## config.mk

```make
export PLATFORM = sky130hd
export DESIGN_NAME = fbsc_plane_lane
export DESIGN_NICKNAME = d
export VERILOG_FILES = /design/src/rtl/fbsc_pkg.sv /design/src/rtl/fbsc_plane_lane.sv
export SDC_FILE = /design/constraint.sdc
export NUM_CORES = 2
export LEC_CHECK = 0
export BUFFER_PORTS_ARGS = -buffer_cell sky130_fd_sc_hd__buf_2
export CELL_PAD_IN_SITES_DETAIL_PLACEMENT = 0
export CELL_PAD_IN_SITES_GLOBAL_PLACEMENT = 1
export CORE_ASPECT_RATIO = 0.8
export CORE_UTILIZATION = 40
export DETAILED_ROUTE_END_ITERATION = 8
export PLACE_DENSITY_LB_ADDON = 0.3
export SYNTH_ARGS = -nofsm -noshare
export SYNTH_HDL_FRONTEND = slang
export SYNTH_SLANG_ARGS = --single-unit
```

## constraint.sdc

```tcl
create_clock -name clk -period 14.5 [get_ports clk]
set_input_delay 0.725 -clock clk [delete_from_list [all_inputs] [get_ports clk]]
set_output_delay 0.725 -clock clk [all_outputs]
set_load 0.02 [all_outputs]
```

## src/rtl/fbsc_pkg.sv

```systemverilog
// Shared constants for the frustum box / sphere classifier.
// Holds field widths, register indexes and result codes; no dependencies.
package fbsc_pkg;

  // Defaults for the top-level parameters.
  localparam int COORD_WIDTH_DEF = 16;
  localparam int PLANE_COUNT_DEF = 6;

  // Plane register layout: nx, ny, nz in Q1.14, offset in Q15.0.
  localparam int NUM_PLANE_REGS = 6;
  localparam int PLANE_W        = 64;
  localparam int NORM_W         = 16;
  localparam int NORM_FRAC      = 14;

  // Configuration port.
  localparam int CFG_IDX_W = 3;
  localparam int CFG_DAT_W = 64;
  localparam logic [CFG_IDX_W-1:0] REG_PLANE_ENABLE = 3'd6;
  localparam logic [CFG_IDX_W-1:0] REG_TOLERANCE    = 3'd7;

  // Field widths.
  localparam int PAD_W = 15;
  localparam int TOL_W = 16;
  localparam int VIS_W = 2;
  localparam logic [TOL_W-1:0] TOL_RESET = 16'd2;

  // Result codes.
  localparam logic [VIS_W-1:0] VIS_OUTSIDE   = 2'd0;
  localparam logic [VIS_W-1:0] VIS_INTERSECT = 2'd1;
  localparam logic [VIS_W-1:0] VIS_INSIDE    = 2'd2;

endpackage

```

## src/rtl/fbsc_plane_lane.sv

```systemverilog
// One plane lane: p/n-vertex selection, products, then signed plane distances.
// Two register stages; depends on fbsc_pkg.
module fbsc_plane_lane #(
  parameter int COORD_WIDTH = fbsc_pkg::COORD_WIDTH_DEF
) (
  input  logic                                  clk,
  input  logic [fbsc_pkg::PLANE_W-1:0]          plane,
  input  logic signed [COORD_WIDTH-1:0]         lo [3],
  input  logic signed [COORD_WIDTH-1:0]         hi [3],
  output logic signed [((COORD_WIDTH+16>30) ? COORD_WIDTH+16 : 30)+1:0] dist_p,
  output logic signed [((COORD_WIDTH+16>30) ? COORD_WIDTH+16 : 30)+1:0] dist_n
);
  import fbsc_pkg::*;

  localparam int PW = COORD_WIDTH + NORM_W;
  localparam int DW = ((PW > 30) ? PW : 30) + 2;

  logic signed [NORM_W-1:0] nrm [3];
  logic signed [COORD_WIDTH-1:0] pv [3];
  logic signed [COORD_WIDTH-1:0] nv [3];
  logic signed [PW-1:0] prod_p_r [3];
  logic signed [PW-1:0] prod_n_r [3];
  logic signed [NORM_W-1:0] off_r;
  logic signed [DW-1:0] off_term;
  logic signed [DW-1:0] dist_p_r;
  logic signed [DW-1:0] dist_n_r;

  // The p-vertex takes hi where the normal component is not negative.
  always_comb begin
    for (int a = 0; a < 3; a++) begin
      nrm[a] = plane[a*NORM_W +: NORM_W];
      pv[a]  = nrm[a][NORM_W-1] ? lo[a] : hi[a];
      nv[a]  = nrm[a][NORM_W-1] ? hi[a] : lo[a];
    end
  end

  // Product stage.
  always_ff @(posedge clk) begin
    for (int a = 0; a < 3; a++) begin
      prod_p_r[a] <= PW'(nrm[a]) * PW'(pv[a]);
      prod_n_r[a] <= PW'(nrm[a]) * PW'(nv[a]);
    end
    off_r <= plane[3*NORM_W +: NORM_W];
  end

  // Distance stage: three products plus the offset scaled to Q.14.
  assign off_term = DW'(off_r) <<< NORM_FRAC;

  always_ff @(posedge clk) begin
    dist_p_r <= DW'(prod_p_r[0]) + DW'(prod_p_r[1]) + DW'(prod_p_r[2]) + off_term;
    dist_n_r <= DW'(prod_n_r[0]) + DW'(prod_n_r[1]) + DW'(prod_n_r[2]) + off_term;
  end

  assign dist_p = dist_p_r;
  assign dist_n = dist_n_r;

endmodule

```

## After elaboration in Yosys (flattened, before gate mapping)

Memories as Yosys holds them, arrays and structs flattened.
Cells that the tools add are included.

| cells by class | value |
|---|---|
| add/subtract/negate cells | 6 |
| multipliers | 6 |
| mux-type cells | 6 |

Operators with widths:

| operator | number |
|---|---|
| $mul 16x16->32 | 6 |
| $mux 16 | 6 |
| $add 33x32->34 | 2 |
| $add 34x30->34 | 2 |
| $add 32x32->33 | 2 |

| storage, ports and cells | value |
|---|---|
| register bits | 84 |
| bits in writable memories | 192 |
| output and inout port bits | 68 |
| logic and storage cells | 23 |
| memories kept | 2 |

Memory list:

| name | words | bits a word | read ports | clocked after Yosys merged registers in | write ports | line | text |
|---|---|---|---|---|---|---|---|
| prod_n_r | 3 | 32 | 3 | 0 | 3 | fbsc_plane_lane.sv:22 | `logic signed [PW-1:0] prod_n_r [3];` |
| prod_p_r | 3 | 32 | 3 | 0 | 3 | fbsc_plane_lane.sv:21 | `logic signed [PW-1:0] prod_p_r [3];` |

## Logic depth before layout (Yosys ltp)

An unclocked memory read counts as a cell.

| depth | value |
|---|---|
| depth after elaboration | 4 |
| mapped depth | 29 |
| depth with buffers taken out | 26 |

## Least setup slack after synthesis

OpenSTA, ideal clock, no wires.

| timing | value |
|---|---|
| path kind | input to register |
| from | input port plane[15] (netlist bit) |
| to | memory prod_n_r[0][31] (netlist bit) |
| setup time | 0.072 ns |
| data arrival time | 7.549 ns |
| data required time | 14.428 ns |
| slack | 6.879 ns |
| stages on the path | 26 |
| path buffers | 3 |
| path through | clkbuf_1 > clkinv_1 > clkbuf_1 > a21oi_1 > clkbuf_1 > nor2b_1 > fa_1 > inv_1 > fa_1 > fa_1 > inv_1 > fa_1 > fa_1 > inv_1 > fa_1 > inv_1 > ha_1 > and3_4 > a221o_1 > a221oi_4 > o22ai_2 > o311a_4 > o21ai_4 > o2111ai_2 > a21oi_2 > xnor2_1 |

RTL lines:

| item | line | text |
|---|---|---|
| start, declared | fbsc_plane_lane.sv:7 | `input logic [fbsc_pkg::PLANE_W-1:0] plane,` |
| end, declared | fbsc_plane_lane.sv:22 |  |

==> results.sh <==
export IMPL_hpwl_microns=160300
export IMPL_critPathMaxFanout=37
export IMPL_fillers=17140
export IMPL_drtAntennaViolNets=0
export IMPL_setup_tns_ns=0
export IMPL_grt_pass1_wl_microns=312100
export IMPL_cts_resized=0
export IMPL_vias=49530
export IMPL_cp_start_kind="input pin"
export IMPL_ys_seq_area_share_pct=7.813
export IMPL_synthArstFlopShare_pct=0
export IMPL_core_area_sq_um=175000
export IMPL_ys_warn_count=0
export IMPL_grt_setup_unrepaired="no"
export IMPL_antenna_found_initial=17
export IMPL_wirelength_microns=192500
export IMPL_final_min_clock_period_ns=8.380
export IMPL_post_synth_cell_area_avg_sq_um=9.450
export IMPL_dr_pass1_iters=5
export IMPL_cts_sinks=276
export IMPL_die_h_microns=378.1
export IMPL_pre_cts_ws_ns=5.536
export IMPL_portBuffers=228
export IMPL_gp_congestion=0.9008
export IMPL_htreeDepth=2
export IMPL_arrival_ns=8.89
export IMPL_synth_most_common_cell="inv_1"
export IMPL_slew_violations=0
export IMPL_die_area_sq_um=178500
export IMPL_synth_cell_type_count=81
export IMPL_clk_path_buf_depth=3
export IMPL_cp_required_ns=15.01
export IMPL_clk_latency_ns=0.63
export IMPL_finalHoldViolCount=0
export IMPL_final_util_pct=43.33
export IMPL_nets=9976
export IMPL_grt_pass1_vias=53260
export IMPL_worst_slew_pin_slew_ns=1.212
export IMPL_ys_top_cells_by_count="1,757 x inv_1, 1,676 x fa_1, 745 x nand2_1, 580 x ha_1, 428 x nor2b_1"
export IMPL_io_pins=229
export IMPL_gr_usage_all_layers_pct=22.61
export IMPL_synthDominantCellAreaShare_pct=47.45
export IMPL_cts_root_buf="clkbuf_16"
export IMPL_viasPerCell=4.971
export IMPL_cts_made_buffers=38
export IMPL_finalCritPeriodShare_pct=57.79
export IMPL_start_util_pct=40.41
export IMPL_synth_area_leaders="fa_1 47%, ha_1 10%, inv_1 9.3%, dfxtp_1 7.8%, nand2_1 4.0%"
export IMPL_drc_errors=0
export IMPL_clock_skew_ns=0.02577
export IMPL_netlist_area_sq_um=70720
export IMPL_globalRouteOverflowTotal=0
export IMPL_setup_viol=0
export IMPL_critPathKind="input pin to flip-flop"
export IMPL_die_x_microns=472.1
export IMPL_maxCapViolCount=0
export IMPL_syn_nets=9900
export IMPL_status="complete, no violations"
export IMPL_grt_max_degree=38
export IMPL_rows=137
export IMPL_endpoint_kind="flip-flop"
export IMPL_synth_edff_count=0
export IMPL_hold_class="input pin to flip-flop"
export IMPL_synthFlopType="dfxtp_1"
export IMPL_area_growth_syn_to_layout_pct=7.233
export IMPL_postCtsSetupBuffers=0
export IMPL_fin_ws_ns=6.120
export IMPL_cts_hold_buf=0
export IMPL_tritoncts="yes"
export IMPL_synth_area_leader_cell="fa_1"
export IMPL_fmax_mhz=119.3
export IMPL_synthCells=7483
export IMPL_ys_ff_latch=276
export IMPL_routedWlPerCell_microns=19.32
export IMPL_drtIter0Drc=2982
export IMPL_drive_above_1_share_pct=5.640
export IMPL_relSlewSlack_pct=18.35
export IMPL_path_clk_slew_ns=0.06
worst max-delay path, stage by stage:
cell	delay, ns
buf_2	0.07
buf_4	0.35
clkinv_1	0.46
buf_4	0.36
nor2_1	0.29
a21o_1	0.57
nand2_1	0.18
fa_1	0.57
inv_1	0.06
fa_1	0.48
fa_1	0.56
fa_1	0.42
fa_1	0.49
inv_1	0.05
fa_1	0.47
inv_1	0.05
ha_1	0.36
a21o_1	0.19
a21o_1	0.17
a21oi_1	0.27
o21ai_1	0.17
o41ai_2	0.57
o21ai_1	0.22
or4_1	0.44
a31oi_1	0.21
xnor2_1	0.09
state kept, by name, summed over array words and instances, names as in the netlist:
name	count
prod_n_r	96
prod_p_r	96
dist_n	34
dist_p	34
off_r	16
placed cells by master, fill, tap and decap left out, types with 7 or more instances in the layout:
| master | instances |
|---|---|
| a2111oi_0 | 7 |
| a211o_1 | 7 |
| a211oi_1 | 31 |
| a21boi_0 | 7 |
| a21boi_1 | 9 |
| a21o_1 | 130 |
| a21oi_1 | 187 |
| a31oi_1 | 22 |
| and2_1 | 341 |
| and3_1 | 17 |
| buf_2 | 228 |
| buf_4 | 78 |
| bufinv_16 | 7 |
| clkbuf_16 | 38 |
| dfxtp_1 | 276 |
| diode_2 | 11 |
| fa_1 | 1676 |
| ha_1 | 580 |
| inv_1 | 1757 |
| mux2i_1 | 10 |
| nand2_1 | 745 |
| nand2b_1 | 56 |
| nand3_1 | 45 |
| nand4_1 | 13 |
| nor2_1 | 210 |
| nor2b_1 | 428 |
| nor3_1 | 43 |
| nor4_1 | 8 |
| o211ai_1 | 23 |
| o21a_1 | 29 |
| o21ai_0 | 105 |
| o21ai_1 | 9 |
| o21bai_1 | 31 |
| o31ai_1 | 12 |
| or2_2 | 30 |
| or3_1 | 15 |
| xnor2_1 | 204 |
| xor2_1 | 49 |
cell families after synthesis:
logic type	Yosys count	share of synthesized area, %
simple gates	1971	13.96
buf+inv	2030	10.78
flops	276	7.813
mux	11	0.1575
xor+xnor	253	3.133
compound gates	686	6.449
fa+ha+maj	2256	57.71
worst paths after layout:
| kind | slack, ns | to | start | cells after the start |
|---|---|---|---|---|
| max reg2reg | 9.68 | dist_p[30] | prod_p_r[0][34] | 12 |
| max | 6.12 | prod_p_r[0][63] | plane[31] | 26 |
| min | 0.20 | off_r[13] | plane[61] | 1 |
| min reg2reg | 0.61 | dist_p[0] | prod_p_r[0][32] | 3 |
final cells by class:
type | count | area, sq um | share of cell area, %
multi-input combinational | 5177 | 57590 | 75.94
clock inverter | 28 | 417.9 | 0.5511
inverter | 1760 | 6606 | 8.712
antenna | 11 | 27.53 | 0.03630
clock buffer | 42 | 985.9 | 1.300
tap | 2363 | 2957 | 3.899
sequential | 276 | 5525 | 7.286
timing repair buffer | 306 | 1727 | 2.277
stage by stage:
stage / hold slack [ns] / instance area (sq um) / cells
floorplan: 0.5491 / 70720 / 7483
global placement: 0.6324 / 74400 / 9882
detailed placement: 0.6226 / 74400 / 9882
CTS: 0.1511 / 75800 / 9952
global route: 0.1683 / 75820 / 9958
finish: 0.2003 / 75830 / 9963
metal layers:
metal  vias to the layer above  wire length [microns]  share of wire, %  global-route usage, %
met2                      1177                  86360                45                  35.47
met1                     25780                  91770                48                  33.50
met3                       162                  10360               5.4                  2.696
met4                         0                   3978               2.1                  4.501
met5                         -                      0                 0                      0
li1                      22410                      -                 -                      -
Power is left out: the tool's default activity adds up to more than one toggle a clock period on the data nets, which glitch-free logic cannot reach.
